## config.mk

```make
export PLATFORM = sky130hd
export DESIGN_NAME = windowed_pollutant_average_index_top
export DESIGN_NICKNAME = d
export VERILOG_FILES = /design/src/design/wpai_pkg.sv /design/src/design/windowed_pollutant_average_index_top.sv /design/src/design/wpai_ctrl.sv /design/src/design/wpai_datapath.sv
export SDC_FILE = /design/constraint.sdc
export NUM_CORES = 1
export LEC_CHECK = 0
export ABC_AREA = 1
export BUFFER_PORTS_ARGS = -buffer_cell sky130_fd_sc_hd__buf_4
export CORE_AREA = 3 3 229 231
export DETAILED_ROUTE_END_ITERATION = 8
export DIE_AREA = 0 0 232 234
export PLACE_DENSITY_LB_ADDON = 0.15
export SLEW_MARGIN = 0
export SYNTH_ARGS = -nofsm -noshare
export SYNTH_HDL_FRONTEND = slang
export SYNTH_SLANG_ARGS = --single-unit
```

## constraint.sdc

```tcl
create_clock -name clk -period 13.6 [get_ports clk]
set_input_delay 2.72 -clock clk [delete_from_list [all_inputs] [get_ports clk]]
set_output_delay 2.72 -clock clk [all_outputs]
set_load 0.02 [all_outputs]
```

## src/design/wpai_pkg.sv

```systemverilog
// ----------------------------------------------------------------------------
// wpai_pkg
// Shared types, constants and threshold table of the windowed pollutant
// average index block.
// ----------------------------------------------------------------------------
package wpai_pkg;

  // field widths
  localparam int VAL_W   = 20;
  localparam int TIME_W  = 32;
  localparam int POLL_W  = 2;
  localparam int LVL_W   = 3;

  // largest pollutant and threshold counts the table covers
  localparam int MAX_POLL = 8;
  localparam int MAX_THR  = 8;
  localparam int LANE_W   = 3;

  // averages carried in a result word
  localparam int OUT_AVGS = 4;

  // restoring divider: one quotient bit per step
  localparam int DIV_STEPS = VAL_W;
  localparam int STEP_W    = 5;
  localparam logic [STEP_W-1:0] STEP_LAST = STEP_W'(DIV_STEPS - 1);

  // stream word layouts
  localparam int IN_TDATA_W  = 56;
  localparam int OUT_BITS    = OUT_AVGS * VAL_W + LVL_W;
  localparam int OUT_TDATA_W = 88;

  // configuration register indexes
  localparam int CFG_IDX_W = 1;
  localparam logic [CFG_IDX_W-1:0] CFG_WINDOW_START = 1'b0;
  localparam logic [CFG_IDX_W-1:0] CFG_WINDOW_END   = 1'b1;

  // unused threshold slot, never strictly exceeded
  localparam logic [VAL_W-1:0] NO_THR = 20'hFFFFF;

  // thresholds in Q16.4 (integer threshold times 16)
  localparam logic [VAL_W-1:0] LEVEL_TABLE [MAX_POLL][MAX_THR] = '{
    '{20'd320,  20'd640,  20'd800,  20'd1600, 20'd2400,  NO_THR, NO_THR, NO_THR},
    '{20'd640,  20'd1440, 20'd1920, 20'd3680, 20'd5440,  NO_THR, NO_THR, NO_THR},
    '{20'd800,  20'd1600, 20'd2080, 20'd3840, 20'd6080,  NO_THR, NO_THR, NO_THR},
    '{20'd1600, 20'd3200, 20'd5600, 20'd8000, 20'd12000, NO_THR, NO_THR, NO_THR},
    '{NO_THR, NO_THR, NO_THR, NO_THR, NO_THR, NO_THR, NO_THR, NO_THR},
    '{NO_THR, NO_THR, NO_THR, NO_THR, NO_THR, NO_THR, NO_THR, NO_THR},
    '{NO_THR, NO_THR, NO_THR, NO_THR, NO_THR, NO_THR, NO_THR, NO_THR},
    '{NO_THR, NO_THR, NO_THR, NO_THR, NO_THR, NO_THR, NO_THR, NO_THR}
  };

  typedef enum logic {
    OP_ADD    = 1'b0,
    OP_REPORT = 1'b1
  } opcode_t;

  typedef enum logic [2:0] {
    ST_IDLE,
    ST_ACCUM,
    ST_DIV_LOAD,
    ST_DIV_STEP,
    ST_DIV_STORE,
    ST_PUBLISH
  } state_t;

  // controller to datapath
  typedef struct packed {
    logic              capture;
    logic              accum;
    logic              best_init;
    logic              div_load;
    logic              div_step;
    logic              div_store;
    logic              publish;
    logic [LANE_W-1:0] lane;
  } cmd_t;

  // datapath to controller
  typedef struct packed {
    logic out_free;
  } status_t;

endpackage

```

## src/design/windowed_pollutant_average_index_top.sv

```systemverilog
// Add word: accepted, then window check and accumulate.
// Report word: accepted, then each pollutant in turn is divided by the
//   shared restoring divider, one quotient bit per cycle, 20 bits per pollutant.
// One word is in work at a time; the result waits in an output register
//   while the next word is taken.
// Reset: window spans all timestamps, sums and counts zero, no result pending.
// ----------------------------------------------------------------------------
// windowed_pollutant_average_index_top
// Windowed per-pollutant averaging with an air quality index on report.
// ----------------------------------------------------------------------------
module windowed_pollutant_average_index_top
  import wpai_pkg::*;
#(
  parameter int NUM_POLLUTANTS = 4,
  parameter int NUM_THRESHOLDS = 5,
  parameter int COUNT_BITS     = 16
) (
  input  logic                   clk,
  input  logic                   rst,
  // configuration write channel
  input  logic                   cfg_valid,
  output logic                   cfg_ready,
  input  logic [CFG_IDX_W-1:0]   cfg_index,
  input  logic [TIME_W-1:0]      cfg_data,
  // input stream
  input  logic                   s_axis_tvalid,
  output logic                   s_axis_tready,
  // pollutant [1:0], sample_time [33:2], sample_value [53:34], zero [55:54]
  input  logic [IN_TDATA_W-1:0]  s_axis_tdata,
  // opcode [0]
  input  logic [0:0]             s_axis_tuser,
  // result stream
  output logic                   m_axis_tvalid,
  input  logic                   m_axis_tready,
  // avg_pm10 [19:0], avg_no2 [39:20], avg_o3 [59:40], avg_so2 [79:60],
  // quality_index [82:80], zero [87:83]
  output logic [OUT_TDATA_W-1:0] m_axis_tdata
);

  cmd_t    cmd;
  status_t status;

  assign cfg_ready = 1'b1;

  wpai_ctrl #(
    .NUM_POLLUTANTS(NUM_POLLUTANTS)
  ) u_ctrl (
    .clk      (clk),
    .rst      (rst),
    .in_valid (s_axis_tvalid),
    .in_opcode(opcode_t'(s_axis_tuser[0])),
    .in_ready (s_axis_tready),
    .status   (status),
    .cmd      (cmd)
  );

  wpai_datapath #(
    .NUM_POLLUTANTS(NUM_POLLUTANTS),
    .NUM_THRESHOLDS(NUM_THRESHOLDS),
    .COUNT_BITS    (COUNT_BITS)
  ) u_datapath (
    .clk      (clk),
    .rst      (rst),
    .cfg_valid(cfg_valid),
    .cfg_index(cfg_index),
    .cfg_data (cfg_data),
    .in_data  (s_axis_tdata),
    .cmd      (cmd),
    .status   (status),
    .out_valid(m_axis_tvalid),
    .out_ready(m_axis_tready),
    .out_data (m_axis_tdata)
  );

endmodule

```

## src/design/wpai_ctrl.sv

```systemverilog
// ----------------------------------------------------------------------------
// wpai_ctrl
// Sequencer: takes input words, runs the accumulate step or the per-pollutant
// divide sequence of a report, and hands the result to the output register.
// ----------------------------------------------------------------------------
module wpai_ctrl
  import wpai_pkg::*;
#(
  parameter int NUM_POLLUTANTS = 4
) (
  input  logic    clk,
  input  logic    rst,
  input  logic    in_valid,
  input  opcode_t in_opcode,
  output logic    in_ready,
  input  status_t status,
  output cmd_t    cmd
);

  localparam logic [LANE_W-1:0] LANE_LAST = LANE_W'(NUM_POLLUTANTS - 1);

  state_t            state, state_next;
  logic [LANE_W-1:0] lane, lane_next;
  logic [STEP_W-1:0] step, step_next;

  // state and counters
  always_ff @(posedge clk) begin
    if (rst) begin
      state <= ST_IDLE;
      lane  <= '0;
      step  <= '0;
    end else begin
      state <= state_next;
      lane  <= lane_next;
      step  <= step_next;
    end
  end

  // next state and commands
  always_comb begin
    state_next = state;
    lane_next  = lane;
    step_next  = step;
    in_ready   = 1'b0;
    cmd        = '0;
    cmd.lane   = lane;
    unique case (state)
      ST_IDLE: begin
        in_ready = 1'b1;
        if (in_valid) begin
          cmd.capture = 1'b1;
          if (in_opcode == OP_REPORT) begin
            cmd.best_init = 1'b1;
            state_next    = ST_DIV_LOAD;
          end else begin
            state_next = ST_ACCUM;
          end
        end
      end
      ST_ACCUM: begin
        cmd.accum  = 1'b1;
        state_next = ST_IDLE;
      end
      ST_DIV_LOAD: begin
        cmd.div_load = 1'b1;
        state_next   = ST_DIV_STEP;
      end
      ST_DIV_STEP: begin
        cmd.div_step = 1'b1;
        if (step == STEP_LAST) begin
          step_next  = '0;
          state_next = ST_DIV_STORE;
        end else begin
          step_next = step + 1'b1;
        end
      end
      ST_DIV_STORE: begin
        cmd.div_store = 1'b1;
        if (lane == LANE_LAST) begin
          lane_next  = '0;
          state_next = ST_PUBLISH;
        end else begin
          lane_next  = lane + 1'b1;
          state_next = ST_DIV_LOAD;
        end
      end
      ST_PUBLISH: begin
        if (status.out_free) begin
          cmd.publish = 1'b1;
          state_next  = ST_IDLE;
        end
      end
      default: begin
        state_next = ST_IDLE;
      end
    endcase
  end

  // step counter only runs while dividing
  a_step_idle: assert property (@(posedge clk) disable iff (rst)
    state != ST_DIV_STEP |-> step == '0)
    else $error("divide step counter nonzero outside divide");

  // a report starts its divide sequence at the first pollutant
  a_report_start: assert property (@(posedge clk) disable iff (rst)
    in_valid && in_ready && in_opcode == OP_REPORT |=> state == ST_DIV_LOAD && lane == '0)
    else $error("report did not start at first pollutant");

endmodule

```

## src/design/wpai_datapath.sv

```systemverilog
// ----------------------------------------------------------------------------
// wpai_datapath
// Window registers, per-pollutant sums and counts, shared restoring divider,
// level lookup and the output register.
// ----------------------------------------------------------------------------
module wpai_datapath
  import wpai_pkg::*;
#(
  parameter int NUM_POLLUTANTS = 4,
  parameter int NUM_THRESHOLDS = 5,
  parameter int COUNT_BITS     = 16
) (
  input  logic                   clk,
  input  logic                   rst,
  input  logic                   cfg_valid,
  input  logic [CFG_IDX_W-1:0]   cfg_index,
  input  logic [TIME_W-1:0]      cfg_data,
  input  logic [IN_TDATA_W-1:0]  in_data,
  input  cmd_t                   cmd,
  output status_t                status,
  output logic                   out_valid,
  input  logic                   out_ready,
  output logic [OUT_TDATA_W-1:0] out_data
);

  localparam int SUM_W = VAL_W + COUNT_BITS;
  localparam logic [COUNT_BITS-1:0] COUNT_MAX = {COUNT_BITS{1'b1}};

  logic [TIME_W-1:0]     window_start;
  logic [TIME_W-1:0]     window_end;
  logic [POLL_W-1:0]     item_poll;
  logic [TIME_W-1:0]     item_time;
  logic [VAL_W-1:0]      item_value;
  logic [SUM_W-1:0]      sums [NUM_POLLUTANTS];
  logic [COUNT_BITS-1:0] counts [NUM_POLLUTANTS];
  logic [COUNT_BITS-1:0] rem;
  logic [VAL_W-1:0]      quo;
  logic [LVL_W-1:0]      best;
  logic [VAL_W-1:0]      avgs [OUT_AVGS];

  logic                  in_window;
  logic [SUM_W-1:0]      sel_sum;
  logic [COUNT_BITS-1:0] sel_count;
  logic [COUNT_BITS:0]   shifted;
  logic                  sub_ok;
  logic [COUNT_BITS:0]   diff;
  logic [VAL_W-1:0]      avg;
  logic [LVL_W-1:0]      level;
  logic                  run;
  logic                  any_count;

  // configuration registers
  always_ff @(posedge clk) begin
    if (rst) begin
      window_start <= '0;
      window_end   <= '1;
    end else if (cfg_valid) begin
      unique case (cfg_index)
        CFG_WINDOW_START: window_start <= cfg_data;
        CFG_WINDOW_END:   window_end   <= cfg_data;
        default:          window_end   <= window_end;
      endcase
    end
  end

  // captured input word
  always_ff @(posedge clk) begin
    if (cmd.capture) begin
      item_poll  <= in_data[POLL_W-1:0];
      item_time  <= in_data[POLL_W +: TIME_W];
      item_value <= in_data[POLL_W + TIME_W +: VAL_W];
    end
  end

  assign in_window = (item_time >= window_start) && (item_time <= window_end);

  // per-pollutant sums and saturating counts
  always_ff @(posedge clk) begin
    if (rst) begin
      for (int i = 0; i < NUM_POLLUTANTS; i++) begin
        sums[i]   <= '0;
        counts[i] <= '0;
      end
    end else if (cmd.publish) begin
      for (int i = 0; i < NUM_POLLUTANTS; i++) begin
        sums[i]   <= '0;
        counts[i] <= '0;
      end
    end else if (cmd.accum && in_window) begin
      for (int i = 0; i < NUM_POLLUTANTS; i++) begin
        if (int'(item_poll) == i && counts[i] != COUNT_MAX) begin
          sums[i]   <= sums[i] + SUM_W'(item_value);
          counts[i] <= counts[i] + 1'b1;
        end
      end
    end
  end

  // pollutant selected for the divider
  always_comb begin
    sel_sum   = '0;
    sel_count = '0;
    any_count = 1'b0;
    for (int i = 0; i < NUM_POLLUTANTS; i++) begin
      if (int'(cmd.lane) == i) begin
        sel_sum   = sums[i];
        sel_count = counts[i];
      end
      any_count = any_count | (counts[i] != '0);
    end
  end

  // one restoring divide step
  assign shifted = {rem, quo[VAL_W-1]};
  assign sub_ok  = shifted >= {1'b0, sel_count};
  assign diff    = shifted - {1'b0, sel_count};

  always_ff @(posedge clk) begin
    if (cmd.div_load) begin
      rem <= sel_sum[SUM_W-1:VAL_W];
      quo <= sel_sum[VAL_W-1:0];
    end else if (cmd.div_step) begin
      rem <= sub_ok ? diff[COUNT_BITS-1:0] : shifted[COUNT_BITS-1:0];
      quo <= {quo[VAL_W-2:0], sub_ok};
    end
  end

  // average and its level from the table
  assign avg = (sel_count == '0) ? '0 : quo;

  always_comb begin
    run   = 1'b1;
    level = LVL_W'(1);
    for (int t = 0; t < MAX_THR; t++) begin
      if (t < NUM_THRESHOLDS) begin
        run   = run & (avg > LEVEL_TABLE[cmd.lane][t]);
        level = level + LVL_W'(run);
      end
    end
  end

  // staged averages and running maximum level
  always_ff @(posedge clk) begin
    if (cmd.best_init) begin
      best <= LVL_W'(1);
      for (int i = 0; i < OUT_AVGS; i++) begin
        avgs[i] <= '0;
      end
    end else if (cmd.div_store) begin
      for (int i = 0; i < OUT_AVGS; i++) begin
        if (int'(cmd.lane) == i) begin
          avgs[i] <= avg;
        end
      end
      if (level > best) begin
        best <= level;
      end
    end
  end

  // output register
  always_ff @(posedge clk) begin
    if (rst) begin
      out_valid <= 1'b0;
    end else if (cmd.publish) begin
      out_valid <= 1'b1;
    end else if (out_ready) begin
      out_valid <= 1'b0;
    end
  end

  always_ff @(posedge clk) begin
    if (cmd.publish) begin
      out_data <= {(OUT_TDATA_W - OUT_BITS)'(0), best, avgs[3], avgs[2], avgs[1], avgs[0]};
    end
  end

  assign status.out_free = !out_valid || out_ready;

  // a published result shows up at the output
  a_publish_valid: assert property (@(posedge clk) disable iff (rst)
    cmd.publish |=> out_valid)
    else $error("published result not valid");

  // a report leaves all counts cleared
  a_publish_clear: assert property (@(posedge clk) disable iff (rst)
    cmd.publish |=> !any_count)
    else $error("counts not cleared after report");

  // the index of a shown result stays within its range
  a_index_range: assert property (@(posedge clk) disable iff (rst)
    out_valid |-> out_data[OUT_AVGS*VAL_W +: LVL_W] >= LVL_W'(1)
              && out_data[OUT_AVGS*VAL_W +: LVL_W] <= LVL_W'(6))
    else $error("quality index out of range");

endmodule

```

[Word-level counts from Yosys, hierarchy flattened]
Memories as Yosys holds them, arrays and structs flattened. A register that Yosys moved wholly into a read port is not among the register bits.
Index checks and enable logic that the tools add are counted.
Widths: inputs -> output; s select.
Word-level totals
  flip-flop bits (word level): 252
  bits in writable memories: 288
  ROM bits: 1280
  input port bits: 95
  output and inout bits: 91
  word-level logic and storage cells: 208
  memories: 4
Memory list
  (name not given): words 8, bits a word 160, rd ports 1, clocked after Yosys merged registers in 0, wr ports 0, line wpai_datapath.sv:136  | run = run & (avg > LEVEL_TABLE[cmd.lane][t]);
  u_datapath.sums: words 4, bits a word 36, rd ports 4, clocked after Yosys merged registers in 0, wr ports 4, line wpai_datapath.sv:34  | logic [SUM_W-1:0] sums [NUM_POLLUTANTS];
  u_datapath.avgs: words 4, bits a word 20, rd ports 4, clocked after Yosys merged registers in 4, wr ports 4, line wpai_datapath.sv:39  | logic [VAL_W-1:0] avgs [OUT_AVGS];
  u_datapath.counts: words 4, bits a word 16, rd ports 4, clocked after Yosys merged registers in 0, wr ports 4, line wpai_datapath.sv:35  | logic [COUNT_BITS-1:0] counts [NUM_POLLUTANTS];
Cells by class
  $add $sub $neg: 16
  order comparisons: 10
  equal/unequal tests: 20
  multiplexer cells: 101
  bitwise logic cells: 26
  reduce and logical (&&, ||, !) cells: 18
Operators by type and width (number)
  $mux 36: 12
  $mux 160: 2
  $mux 16: 15
  $add 36x20->36: 4
  $mux 20: 7
  $gt 20x20->1: 5
  $add 16x1->16 const B: 4
  $ne 16x16->1 const B: 4
  $mux 1: 57
  $ge 32x32->1: 1
  $le 32x32->1: 1
  $or 1x1->1: 20
  $ge 17x16->1: 1
  $logic_not 16->1: 1
  $sub 16x16->16: 1
  $mux 3: 5
  $pmux 3 s5: 1
  $add 3x1->3: 4
  $eq 3x2->1 const B: 4
  $eq 3x3->1 const B: 4
  $logic_and 1x1->1: 6
  $logic_not 3->1: 2
  $reduce_and 2->1: 3
  $add 5x1->5 const B: 1
  20 further kinds: 26

[Depth between registers and ports, before layout]
Gate-level depths: netlist of run 1.
  depth in word-level cells: 15
  depth in mapped cells: 43
  mapped depth without buffers: 41

[By module]
A second synthesis of run 1 with hierarchy kept.
Unflattened totals
  cell total of the unflattened synthesis: 3470
  area total of the unflattened synthesis: 30805.8 um^2
Modules (own cells, without submodules)
  wpai_datapath: instances 1, cells an instance 3377, area each 30191.5 um^2, seq. area each 14684.1 um^2
  wpai_ctrl: instances 1, cells an instance 91, area each 603.1 um^2, seq. area each 220.2 um^2
  windowed_pollutant_average_index_top: instances 1, cells an instance 2, area each 11.3 um^2, seq. area each 0.0 um^2

[Worst setup path after synthesis of run 1]
OpenSTA, ideal clock, no wires.
  kind: input port to flip-flop
  start point: in m_axis_tready
  end point: mem u_datapath.counts[0][0] (enable)
  setup time: 0.611 ns
  arrival time: 10.572 ns
  data required time: 12.989 ns
  setup slack: 2.417 ns
  cell stages on the path: 10
  path buffers: 2
  cell sequence: nor2_1 > nor3_1 > nor2_1 > inv_1 > nor2_1 > nand3_1 > or2_1 > buf_2 > buf_2 > nand2_1
RTL lines
  from (decl): line windowed_pollutant_average_index_top.sv:34  | input logic m_axis_tready,
  to (decl): line wpai_datapath.sv:35

[Worst setup path in the final report of run 1]
  start point: reg u_ctrl.lane[2]
  end point: reg u_datapath.best[2]
Between the ends
  word-level cells in the longest chain between the ends: 15
  elaborated cells on any way between the ends: 30
  classes of those cells: add/sub: 5; order compare: 6; eq/ne: 3; mux: 7; bitwise: 5; reduce/logical: 3; memory: 1
Ends and longest elaborated chain
  from (decl): line wpai_ctrl.sv:23  | logic [LANE_W-1:0] lane, lane_next;
  from (signal assigned): line wpai_ctrl.sv:34  | lane <= lane_next;
  $logic_not 3->1: line wpai_datapath.sv:105  | if (int'(cmd.lane) == i) begin
  $mux 16 (3 in a row): line wpai_datapath.sv:105
  $mux 16 *: line wpai_datapath.sv:105
  $logic_not 16->1 *: line wpai_datapath.sv:129  | assign avg = (sel_count == '0) ? '0 : quo;
  $mux 20 *: line wpai_datapath.sv:129
  net u_datapath.avg[15]: line wpai_datapath.sv:47  | logic [VAL_W-1:0] avg;
  $gt 20x20->1: line wpai_datapath.sv:136
  $add 1x1->2 or $and 1x1->1 (tied branches): line wpai_datapath.sv:137, wpai_datapath.sv:136
  $add 3x1->3 or $and 1x1->1 (tied branches) (3 in a row): line wpai_datapath.sv:137, wpai_datapath.sv:136
  $add 3x1->3 *: line wpai_datapath.sv:137  | level = level + LVL_W'(run);
  net u_datapath.level[1]: line wpai_datapath.sv:48  | logic [LVL_W-1:0] level;
  $gt 3x3->1 *: line wpai_datapath.sv:155  | if (level > best) begin
  $reduce_and 2->1 (no source line) *
  to (signal assigned): line wpai_datapath.sv:156  | best <= level;
  to (decl): line wpai_datapath.sv:38  | logic [LVL_W-1:0] best;
Mark *: on every way through the listed nets, which the timed path passes. The rest lies on a longest branch. The select of a mux whose other input is x is not followed.
A chain may end at the register's enable or synchronous reset.

==> metrics.txt, run 1 <==
# TYPE chip_impl_metric gauge
chip_impl_info{name="cpMostUsedCell",value="sky130_fd_sc_hd__nand2_1"} 1
chip_impl_metric{name="synthesis.instances",unit=""} 3426
chip_impl_info{name="clock_tree.root_cell",value="sky130_fd_sc_hd__clkbuf_16"} 1
chip_impl_metric{name="yosys_warnings",unit=""} 0
chip_impl_info{name="mostFrequentLayoutCells",value="sky130_fd_sc_hd__nand2_1 (592), sky130_fd_sc_hd__edfxtp_1 (409), sky130_fd_sc_hd__inv_1 (398)"} 1
chip_impl_metric{name="routabilityCongestion",unit=""} 0.925
chip_impl_metric{name="post_synth_instance_area",unit="mm^2"} 0.0303
chip_impl_metric{name="drt_first_pass_iters",unit=""} 5
chip_impl_metric{name="synth_async_sr_flop_share",unit="%"} 0
chip_impl_metric{name="placement_row_count",unit=""} 82
chip_impl_metric{name="synth_enable_flop_cells",unit=""} 409
chip_impl_metric{name="final_layout_size_suffix_gt1_share",unit="%"} 9.44
chip_impl_metric{name="global_route.usage.total",unit="%"} 28.1
chip_impl_metric{name="number_of_failing_hold_endpoints_at_the_final_stage",unit=""} 0
chip_impl_metric{name="fp.coreArea",unit="mm^2"} 0.0503
chip_impl_metric{name="clock_tree.htree_level_count",unit=""} 2
chip_impl_info{name="worst_r2r_startpoint",value="u_ctrl.lane[2]"} 1
chip_impl_metric{name="post-dp-hpwl",unit="mm"} 55.8
chip_impl_metric{name="cp.depth",unit=""} 41
chip_impl_metric{name="leakage",unit="nW"} 14.3
chip_impl_metric{name="antenna-diode-count",unit=""} 0
chip_impl_metric{name="ys_seq_elements",unit=""} 540
chip_impl_info{name="run_status",value="finished, final reports clean"} 1
chip_impl_info{name="critPathTopFamily",value="buffers and inverters"} 1
chip_impl_metric{name="switchingPower",unit="mW"} 1.17
chip_impl_metric{name="timing.hold.worst_path_depth",unit=""} 0
chip_impl_metric{name="routed_wl",unit="mm"} 77.4
chip_impl_metric{name="post_synth.cell_area_avg",unit="um^2"} 8.83
chip_impl_metric{name="crit_required",unit="ns"} 14.09
chip_impl_metric{name="die_area",unit="mm^2"} 0.0543
chip_impl_metric{name="via_count_of_the_first_global_routing_pass",unit=""} 23200
chip_impl_info{name="setup_repair_after_global_routing_missed_its_margin",value="false"} 1
chip_impl_metric{name="finalPower",unit="mW"} 4.20
chip_impl_metric{name="totalNegativeSetupSlack",unit="ns"} 0
chip_impl_metric{name="swShare",unit="%"} 27.9
chip_impl_metric{name="clock.fmax",unit="MHz"} 112
chip_impl_metric{name="area_growth_syn_to_layout",unit="%"} 12.4
chip_impl_info{name="timing.critical_path.from_type",value="flop"} 1
chip_impl_metric{name="yosys.cell_types.count",unit=""} 53
chip_impl_metric{name="fin_util",unit="%"} 67.7
chip_impl_metric{name="initial_antenna_violation_count",unit=""} 0
chip_impl_metric{name="power_density",unit="mW/mm^2"} 124
chip_impl_metric{name="worst-slew-pin-transition",unit="ns"} 1.10
chip_impl_metric{name="cts_inserted_buffers",unit=""} 57
chip_impl_metric{name="cts.sinks",unit=""} 540
chip_impl_metric{name="comb_power_share",unit="%"} 16.7
chip_impl_metric{name="chipWidth",unit="um"} 232
chip_impl_metric{name="clk-insertion-delay-late",unit="ns"} 0.62
chip_impl_info{name="crit_path_start",value="u_ctrl.lane[2]"} 1
chip_impl_info{name="mostFrequentLayoutCell",value="sky130_fd_sc_hd__nand2_1"} 1
chip_impl_metric{name="gr-total-overflow",unit=""} 0
chip_impl_metric{name="internal_power",unit="mW"} 3.03
chip_impl_metric{name="sequentialPowerShare",unit="%"} 46.3
chip_impl_metric{name="crit_path_max_fanout",unit=""} 92
chip_impl_metric{name="finalMaxSlewViolations",unit=""} 0
chip_impl_info{name="critPathSlowestCell",value="sky130_fd_sc_hd__inv_1"} 1
chip_impl_metric{name="skew",unit="ns"} 0.0175
chip_impl_info{name="min-delay-start",value="u_datapath.avgs[0][4]"} 1
chip_impl_metric{name="max_buffers_root_to_sink",unit=""} 3
chip_impl_metric{name="initial_core_util",unit="%"} 60.2
chip_impl_metric{name="clkSlewWorstSetupHoldPaths",unit="ns"} 0.07
chip_impl_metric{name="post-cts-setup-buffers",unit=""} 0
chip_impl_metric{name="vias_per_cell",unit=""} 5.84
chip_impl_metric{name="drtIter0Drc",unit=""} 2200
chip_impl_metric{name="timing.critical_path.slowest_cell_delay",unit="ns"} 0.74
chip_impl_metric{name="die_h",unit="um"} 234
chip_impl_info{name="cts_tree",value="yes"} 1
chip_impl_info{name="min-delay-path-class",value="flop to flop"} 1
chip_impl_metric{name="routed-via-count",unit=""} 25100
chip_impl_metric{name="worst_slew_margin_rel",unit="%"} 26.8
chip_impl_metric{name="detail_route.drc_violations",unit=""} 0
chip_impl_metric{name="cts.repair.resized",unit=""} 0
chip_impl_metric{name="final_period_minus_worst_setup_slack",unit="ns"} 8.91
chip_impl_info{name="critPathCaptureType",value="flop"} 1
chip_impl_metric{name="grt_start_max_net_pins",unit=""} 93
chip_impl_metric{name="routed_wire_length_per_instance",unit="um"} 18.0
chip_impl_info{name="postSynth.topFlopCell",value="sky130_fd_sc_hd__edfxtp_1"} 1
chip_impl_metric{name="ctsHoldBuffers",unit=""} 0
chip_impl_metric{name="timing.final.setup_violations",unit=""} 0
chip_impl_metric{name="maxCapViolCount",unit=""} 0
chip_impl_metric{name="num_io_pins",unit=""} 186
chip_impl_metric{name="ys_seq_area_share",unit="%"} 49.2
chip_impl_metric{name="grt_first_pass_wirelength",unit="mm"} 121
chip_impl_metric{name="io_buffers",unit=""} 177
chip_impl_metric{name="power_frac_clock",unit="%"} 37.0
chip_impl_metric{name="vdd_drop_max",unit="mV"} 0.0962
chip_impl_metric{name="final_antenna_violating_net_count",unit=""} 0
chip_impl_info{name="worstSetupPathType",value="flop to flop"} 1
chip_impl_metric{name="critical_path_buf_inv_count",unit=""} 11
chip_impl_metric{name="layout.nets",unit=""} 3892
chip_impl_metric{name="cp_data_arrival_time",unit="ns"} 9.40
chip_impl_metric{name="worstRegToRegCells",unit=""} 41
chip_impl_metric{name="timing.final.crit_share",unit="%"} 65.5
metal layers:
metal,track usage (%),part of all wire (%),up-vias
li1,-,-,12100
met2,45.9,47,1023
met3,3.58,7.7,161
met4,8.99,3.1,0
met5,0,0,-
met1,39.3,43,11800
power groups by stage:
stage,clock (mW),sequential [mW],combinational [mW]
CTS,1.58,1.94,0.696
global placement,0,1.97,0.664
floorplan,0,1.95,0.508
detailed placement,0,1.98,0.690
global route,1.64,1.95,0.795
finish,1.56,1.95,0.702
sequential cells by signal (all words and copies together), names as in the netlist, 32 cells and up:
| name | flops |
|---|---|
| u_datapath.sums | 144 |
| u_datapath.counts | 64 |
| m_axis_tdata | 80 |
| u_datapath.avgs | 80 |
| u_datapath.window_start | 32 |
| u_datapath.window_end | 32 |
| u_datapath.item_time | 32 |
through the flow:
| step | setup WS, ns | hold slack [ns] | area (um^2) | std cells |
|---|---|---|---|---|
| 2_1_floorplan | 2.42 | 0.400 | 30300 | 3430 |
| 3_3_place_gp | 5.00 | 0.403 | 32100 | 4185 |
| 3_5_place_dp | 4.75 | 0.405 | 32100 | 4185 |
| 4_1_cts | 4.70 | 0.418 | 34000 | 4293 |
| 5_1_grt | 3.83 | 0.423 | 34000 | 4293 |
| 6_report | 4.69 | 0.416 | 34000 | 4293 |
layout make-up:
cell class                      instances  area [um^2]
Clock buffer                           81         1650
Clock inverter                         27          230
Fill cell                            4028        16200
Inverter                              404         1520
Multi-Input combinational cell       2370        13400
Sequential cell                       540        14900
Tap cell                              672          841
Timing Repair Buffer                  199         1490
cells by family (layout without fill, tap and decap cells):
| kind of cell | count (synthesis) | in the layout | synth area share, % |
|---|---|---|---|
| AND/OR/NAND/NOR | 1335 | 1335 | 18.9 |
| AO/OA/AOI/OAI | 728 | 728 | 13.4 |
| flip-flops | 540 | 540 | 49.2 |
| buffers and inverters | 520 | 711 | 6.70 |
| adder cells (fa/ha/maj) | 225 | 225 | 9.50 |
| XOR/XNOR | 76 | 76 | 2.20 |
| other | 2 | 6 | 0.0248 |
synthesized netlist by cell type (all sizes together), types with 25 or more instances:
master | number | area share (%)
ha | 217 | 9.0
dfxtp | 131 | 8.7
clkbuf | 74 | 0.92
a21oi | 317 | 5.2
nor3b | 26 | 0.64
nand4 | 36 | 0.76
o21a | 30 | 0.74
inv | 403 | 5.0
xor2 | 51 | 1.5
or2 | 25 | 0.52
buf | 42 | 0.77
o211ai | 61 | 1.5
nor4 | 28 | 0.58
nand3 | 165 | 2.7
o21ai | 237 | 3.9
edfxtp | 409 | 41
nor2 | 364 | 4.6
nor3 | 78 | 1.3
xnor2 | 25 | 0.72
a31oi | 25 | 0.52
nand2 | 602 | 7.5
final timing paths:
check | slack (ns) | end
worst min register to register | 0.42 | m_axis_tdata[4]
worst max-delay path | 4.69 | u_datapath.best[2]
worst max register to register | 4.69 | u_datapath.best[2]
worst min-delay path | 0.42 | m_axis_tdata[4]
No activity file was read; power rests on OpenSTA's default activity.
==> run 2: changes to the inputs <==
clock period = 8.4 ns   (was 13.6 ns; I/O delays follow)
==> metrics.txt, run 2 (synthesized netlist as in run 1, its figures left out) <==
# TYPE chip_impl_metric gauge
chip_impl_metric{name="vias_per_cell",unit=""} 5.85
chip_impl_metric{name="routed_wl",unit="mm"} 77.0
chip_impl_metric{name="via_count_of_the_first_global_routing_pass",unit=""} 23400
chip_impl_metric{name="routed_wire_length_per_instance",unit="um"} 17.9
chip_impl_metric{name="placement_row_count",unit=""} 82
chip_impl_metric{name="timing.critical_path.slowest_cell_delay",unit="ns"} 0.79
chip_impl_metric{name="max_ffs_per_register",unit=""} 144
chip_impl_metric{name="number_of_failing_hold_endpoints_at_the_final_stage",unit=""} 0
chip_impl_metric{name="die_area",unit="mm^2"} 0.0543
chip_impl_metric{name="timing.final.setup_violations",unit=""} 0
chip_impl_info{name="run_status",value="finished, final reports clean"} 1
chip_impl_metric{name="leakage",unit="nW"} 14.4
chip_impl_metric{name="seq_area",unit="mm^2"} 0.0149
chip_impl_metric{name="drtIter0Drc",unit=""} 2239
chip_impl_info{name="critPathTopFamily",value="simple AND/OR/NAND/NOR gates"} 1
chip_impl_info{name="clock_tree.root_cell",value="sky130_fd_sc_hd__clkbuf_16"} 1
chip_impl_metric{name="final_antenna_violating_net_count",unit=""} 0
chip_impl_info{name="cpMostUsedCell",value="sky130_fd_sc_hd__nand2_1"} 1
chip_impl_metric{name="initial_core_util",unit="%"} 60.2
chip_impl_metric{name="final_period_minus_worst_setup_slack",unit="ns"} 7.85
chip_impl_metric{name="power_density",unit="mW/mm^2"} 200
chip_impl_info{name="critPathSlowestCell",value="sky130_fd_sc_hd__nor2_2"} 1
chip_impl_metric{name="fillerInstances",unit=""} 4028
chip_impl_metric{name="grt_first_pass_wirelength",unit="mm"} 121
chip_impl_metric{name="drt_first_pass_iters",unit=""} 6
chip_impl_metric{name="detail_route.drc_violations",unit=""} 0
chip_impl_metric{name="io_buffers",unit=""} 177
chip_impl_metric{name="cts.repair.resized",unit=""} 0
chip_impl_info{name="mostFrequentLayoutCell",value="sky130_fd_sc_hd__nand2_1"} 1
chip_impl_metric{name="totalNegativeSetupSlack",unit="ns"} 0
chip_impl_metric{name="final_cell_area",unit="mm^2"} 0.0341
chip_impl_metric{name="layout.nets",unit=""} 3901
chip_impl_metric{name="finalPower",unit="mW"} 6.83
chip_impl_metric{name="ctsHoldBuffers",unit=""} 0
chip_impl_metric{name="clkSlewWorstSetupHoldPaths",unit="ns"} 0.06
chip_impl_metric{name="routabilityCongestion",unit=""} 0.995
chip_impl_info{name="critPathCaptureType",value="flop"} 1
chip_impl_metric{name="num_io_pins",unit=""} 186
chip_impl_metric{name="post-cts-setup-buffers",unit=""} 0
chip_impl_metric{name="timing.final.crit_share",unit="%"} 93.5
chip_impl_metric{name="worst_slew_margin_rel",unit="%"} 27.6
chip_impl_metric{name="crit_required",unit="ns"} 8.89
chip_impl_metric{name="cts.sinks",unit=""} 540
chip_impl_metric{name="post_placement_cell_area",unit="mm^2"} 0.0322
chip_impl_info{name="largest-register",value="u_datapath.sums"} 1
chip_impl_metric{name="post-dp-hpwl",unit="mm"} 56.4
chip_impl_info{name="mostFrequentLayoutCells",value="sky130_fd_sc_hd__nand2_1 (592), sky130_fd_sc_hd__edfxtp_1 (409), sky130_fd_sc_hd__inv_1 (398)"} 1
chip_impl_metric{name="cts_inserted_buffers",unit=""} 56
chip_impl_metric{name="area_growth_syn_to_layout",unit="%"} 12.7
chip_impl_metric{name="critical_path_buf_inv_count",unit=""} 9
chip_impl_metric{name="clk-insertion-delay-late",unit="ns"} 0.62
chip_impl_metric{name="finalMaxSlewViolations",unit=""} 0
chip_impl_metric{name="die_h",unit="um"} 234
chip_impl_metric{name="crit_path_max_fanout",unit=""} 17
chip_impl_metric{name="max_buffers_root_to_sink",unit=""} 3
chip_impl_info{name="min-delay-path-class",value="flop to flop"} 1
chip_impl_metric{name="cp_data_arrival_time",unit="ns"} 8.34
chip_impl_metric{name="routed-via-count",unit=""} 25100
chip_impl_metric{name="multi_input_area",unit="mm^2"} 0.0134
chip_impl_metric{name="fp.coreArea",unit="mm^2"} 0.0503
chip_impl_info{name="cts_tree",value="yes"} 1
chip_impl_info{name="worstSetupPathType",value="flop to flop"} 1
chip_impl_metric{name="gr-total-overflow",unit=""} 0
chip_impl_metric{name="maxCapViolCount",unit=""} 0
chip_impl_info{name="setup_repair_after_global_routing_missed_its_margin",value="false"} 1
chip_impl_metric{name="clock.fmax",unit="MHz"} 127
chip_impl_metric{name="grt_start_max_net_pins",unit=""} 72
chip_impl_metric{name="chipWidth",unit="um"} 232
chip_impl_info{name="timing.critical_path.from_type",value="flop"} 1
chip_impl_metric{name="worst-slew-pin-transition",unit="ns"} 1.08
chip_impl_metric{name="final_layout_size_suffix_gt1_share",unit="%"} 9.54
chip_impl_metric{name="initial_antenna_violation_count",unit=""} 1
chip_impl_metric{name="clock_tree.htree_level_count",unit=""} 2
chip_impl_metric{name="vdd_drop_max",unit="mV"} 0.165
chip_impl_metric{name="global_route.usage.total",unit="%"} 28.0
chip_impl_metric{name="antenna-diode-count",unit=""} 0
chip_impl_metric{name="skew",unit="ns"} 0.0399
[run 2: changes by cell type in the layout (fill, tap and decap cells not counted), moves of 2 or more]
cell	change
sky130_fd_sc_hd__buf_4	+10
sky130_fd_sc_hd__clkbuf_1	+3
sky130_fd_sc_hd__clkbuf_16	-3
sky130_fd_sc_hd__bufinv_16	+4
sky130_fd_sc_hd__clkinv_4	-2
sky130_fd_sc_hd__clkbuf_8	-3
sky130_fd_sc_hd__clkinvlp_4	-2
[run 2: per-stage QoR]
| stage | std cells | hold WS [ns] | util [%] | setup WS [ns] |
|---|---|---|---|---|
| after global placement | 4195 | 0.401 | 64.1 | 1.20 |
| after floorplan | 3430 | 0.400 | - | 0.909 |
| after detailed placement | 4195 | 0.405 | 64.1 | 0.768 |
| after CTS | 4299 | 0.419 | 67.8 | 0.725 |
| after global routing | 4299 | 0.423 | 67.8 | 0.0621 |
| final | 4299 | 0.418 | 67.8 | 0.546 |
[run 2: final cells by class]
type / count / share of cell area (%)
sequential: 540 / 43.7
multi-input combinational: 2370 / 39.3
timing repair buffer: 209 / 4.60
clock buffer: 78 / 4.53
inverter: 404 / 4.45
tap: 672 / 2.47
clock inverter: 26 / 0.932
[run 2: worst register-to-register path: cells and delay by family (launching register included)]
kind | cells | cell delay, ns
AND/OR/NAND/NOR | 20 | 3.08
adder cells (fa/ha/maj) | 6 | 2.22
AO/OA/AOI/OAI | 6 | 1.19
buffers and inverters | 9 | 0.89
flip-flops | 1 | 0.36
[run 2: report_power, final]
| part | total [mW] | switching (mW) | leakage (nW) | internal, mW |
|---|---|---|---|---|
| combinational | 1.14 | 0.732 | 8.39 | 0.408 |
| sequential | 3.15 | 0.106 | 5.07 | 3.04 |
| clock | 2.54 | 1.05 | 0.903 | 1.50 |
[run 2: layer usage]
layer	routed length [um]	global-route usage, %	vias up
li1	-	-	12100
met1	32900	38.5	11900
met2	35800	46.0	959
met3	6200	4.47	147
met4	2190	8.17	2
met5	13	0	-
[run 2: worst paths after layout]
| kind | depth (start not counted) | endpoint | startpoint | slack [ns] |
|---|---|---|---|---|
| min reg2reg | 0 | m_axis_tdata[51] | u_datapath.avgs[2][11] | 0.42 |
| max | 41 | u_datapath.best[1] | u_ctrl.lane[1] | 0.55 |
| max reg2reg | 41 | u_datapath.best[1] | u_ctrl.lane[1] | 0.55 |
| min | 0 | m_axis_tdata[51] | u_datapath.avgs[2][11] | 0.42 |
==> run 3: changes to the inputs <==
CORE_AREA = 2 2 228 230   (was 3 3 229 231)
DIE_AREA = 0 0 230 232   (was 0 0 232 234)
==> metrics.txt, run 3 (synthesized netlist as in run 1, its figures left out) <==
# TYPE chip_impl_metric gauge
chip_impl_info{name="run_status",value="finished, final reports clean"} 1
chip_impl_metric{name="final_period_minus_worst_setup_slack",unit="ns"} 7.55
chip_impl_metric{name="critical_path_buf_inv_count",unit=""} 10
chip_impl_metric{name="seq_area",unit="mm^2"} 0.0149
chip_impl_metric{name="switchingPower",unit="mW"} 1.90
chip_impl_metric{name="number_of_failing_hold_endpoints_at_the_final_stage",unit=""} 0
chip_impl_metric{name="comb_power_share",unit="%"} 16.6
chip_impl_metric{name="clock.fmax",unit="MHz"} 132
chip_impl_info{name="critPathTopFamily",value="simple AND/OR/NAND/NOR gates"} 1
chip_impl_metric{name="drtIter0Drc",unit=""} 2070
chip_impl_metric{name="vdd_drop_max",unit="mV"} 0.172
chip_impl_metric{name="ctsHoldBuffers",unit=""} 0
chip_impl_metric{name="drt_first_pass_iters",unit=""} 5
chip_impl_metric{name="num_io_pins",unit=""} 186
chip_impl_metric{name="layout.nets",unit=""} 3895
chip_impl_metric{name="timing.final.crit_share",unit="%"} 89.9
chip_impl_info{name="min-delay-path-class",value="flop to flop"} 1
chip_impl_metric{name="chipWidth",unit="um"} 230
chip_impl_metric{name="crit_required",unit="ns"} 8.90
chip_impl_metric{name="power_frac_clock",unit="%"} 37.6
chip_impl_metric{name="area_growth_syn_to_layout",unit="%"} 12.7
chip_impl_metric{name="post-dp-hpwl",unit="mm"} 57.1
chip_impl_metric{name="cts_inserted_buffers",unit=""} 56
chip_impl_metric{name="post-cts-setup-buffers",unit=""} 0
chip_impl_metric{name="totalNegativeSetupSlack",unit="ns"} 0
chip_impl_metric{name="die_h",unit="um"} 232
chip_impl_metric{name="multi_input_area",unit="mm^2"} 0.0134
chip_impl_metric{name="worst-slew-pin-transition",unit="ns"} 1.06
chip_impl_metric{name="post_placement_cell_area",unit="mm^2"} 0.0322
chip_impl_metric{name="final_layout_size_suffix_gt1_share",unit="%"} 9.48
chip_impl_metric{name="vias_per_cell",unit=""} 5.77
chip_impl_metric{name="max_ffs_per_register",unit=""} 144
chip_impl_metric{name="cts.sinks",unit=""} 540
chip_impl_metric{name="grt_start_max_net_pins",unit=""} 81
chip_impl_metric{name="skew",unit="ns"} 0.0149
chip_impl_info{name="mostFrequentLayoutCell",value="sky130_fd_sc_hd__nand2_1"} 1
chip_impl_metric{name="initial_antenna_violation_count",unit=""} 0
chip_impl_metric{name="die_area",unit="mm^2"} 0.0534
chip_impl_info{name="critPathSlowestCell",value="sky130_fd_sc_hd__fa_1"} 1
chip_impl_info{name="critPathCaptureType",value="flop"} 1
chip_impl_metric{name="worstRegToRegCells",unit=""} 41
chip_impl_info{name="clock_tree.root_cell",value="sky130_fd_sc_hd__clkbuf_16"} 1
chip_impl_metric{name="placement_row_count",unit=""} 83
chip_impl_metric{name="routed-via-count",unit=""} 24800
chip_impl_metric{name="worst_slew_margin_rel",unit="%"} 29.3
chip_impl_metric{name="sequentialPowerShare",unit="%"} 45.8
chip_impl_metric{name="max_buffers_root_to_sink",unit=""} 3
chip_impl_metric{name="cp.depth",unit=""} 41
chip_impl_metric{name="swShare",unit="%"} 27.6
chip_impl_metric{name="maxCapViolCount",unit=""} 0
chip_impl_metric{name="leakage",unit="nW"} 14.4
chip_impl_info{name="cpMostUsedCell",value="sky130_fd_sc_hd__nand2_1"} 1
chip_impl_metric{name="finalMaxSlewViolations",unit=""} 0
chip_impl_info{name="timing.critical_path.from_type",value="flop"} 1
chip_impl_metric{name="global_route.usage.total",unit="%"} 28.8
chip_impl_metric{name="io_buffers",unit=""} 177
chip_impl_metric{name="finalPower",unit="mW"} 6.87
chip_impl_metric{name="power_density",unit="mW/mm^2"} 202
chip_impl_info{name="largest-register",value="u_datapath.sums"} 1
chip_impl_metric{name="clkSlewWorstSetupHoldPaths",unit="ns"} 0.07
chip_impl_info{name="cts_tree",value="yes"} 1
chip_impl_metric{name="timing.critical_path.slowest_cell_delay",unit="ns"} 0.49
chip_impl_metric{name="antenna-diode-count",unit=""} 0
chip_impl_metric{name="grt_first_pass_wirelength",unit="mm"} 122
chip_impl_metric{name="initial_core_util",unit="%"} 59.5
chip_impl_metric{name="crit_path_max_fanout",unit=""} 28
chip_impl_metric{name="cts.repair.resized",unit=""} 0
chip_impl_metric{name="cp_data_arrival_time",unit="ns"} 8.06
chip_impl_metric{name="routabilityCongestion",unit=""} 0.939
chip_impl_metric{name="internal_power",unit="mW"} 4.98
chip_impl_metric{name="detail_route.drc_violations",unit=""} 0
chip_impl_metric{name="timing.final.setup_violations",unit=""} 0
chip_impl_metric{name="final_antenna_violating_net_count",unit=""} 0
chip_impl_metric{name="final_cell_area",unit="mm^2"} 0.0341
chip_impl_metric{name="fillerInstances",unit=""} 4051
chip_impl_info{name="worstSetupPathType",value="flop to flop"} 1
chip_impl_metric{name="via_count_of_the_first_global_routing_pass",unit=""} 23400
chip_impl_metric{name="clock_tree.htree_level_count",unit=""} 2
chip_impl_info{name="mostFrequentLayoutCells",value="sky130_fd_sc_hd__nand2_1 (592), sky130_fd_sc_hd__edfxtp_1 (409), sky130_fd_sc_hd__inv_1 (398)"} 1
chip_impl_metric{name="routed_wl",unit="mm"} 78.1
chip_impl_info{name="setup_repair_after_global_routing_missed_its_margin",value="false"} 1
chip_impl_metric{name="fp.coreArea",unit="mm^2"} 0.0509
chip_impl_metric{name="gr-total-overflow",unit=""} 0
chip_impl_metric{name="routed_wire_length_per_instance",unit="um"} 18.2
chip_impl_metric{name="timing.hold.worst_path_depth",unit=""} 0
chip_impl_metric{name="clk-insertion-delay-late",unit="ns"} 0.62
## run 3: power groups by stage
stage          Combinational [mW]  Clock, mW  Sequential [mW]
2_1_floorplan               0.822          0             3.16
3_3_place_gp                 1.08          0             3.19
3_5_place_dp                 1.12          0             3.20
4_1_cts                      1.13       2.62             3.14
5_1_grt                      1.29       2.72             3.16
6_report                     1.14       2.58             3.15
## run 3: per-layer routing
layer	up-vias	global-route usage, %	part of all wire (%)
li1	12100	-	-
met1	11600	39.8	43
met2	917	46.7	46
met3	140	3.78	7.6
met4	0	10.7	3.5
met5	-	0	0
## run 3: metrics by stage
stage | setup slack [ns] | utilization, % | std cells | hold slack [ns]
6_report | 0.848 | 67.0 | 4298 | 0.414
5_1_grt | 0.156 | 67.0 | 4298 | 0.426
4_1_cts | 0.884 | 67.0 | 4298 | 0.416
3_5_place_dp | 0.904 | 63.3 | 4197 | 0.405
3_3_place_gp | 1.18 | 63.3 | 4197 | 0.403
2_1_floorplan | 0.909 | - | 3430 | 0.400
## run 3: final timing paths
path | to | slack, ns | start
hold reg to reg | m_axis_tdata[55] | 0.41 | u_datapath.avgs[2][15]
setup / recovery | u_datapath.best[1] | 0.85 | u_ctrl.lane[0]
setup reg to reg | u_datapath.best[1] | 0.85 | u_ctrl.lane[0]
hold / removal | m_axis_tdata[55] | 0.41 | u_datapath.avgs[2][15]
## run 3: final cells by class
cell class                 instances  share of cell area, %
clock buffer                      72                   4.47
clock inverter                    29                   1.10
inverter                         404                   4.45
multi-input combinational       2370                   39.3
sequential                       540                   43.7
tap                              680                   2.50
timing repair buffer             203                   4.47
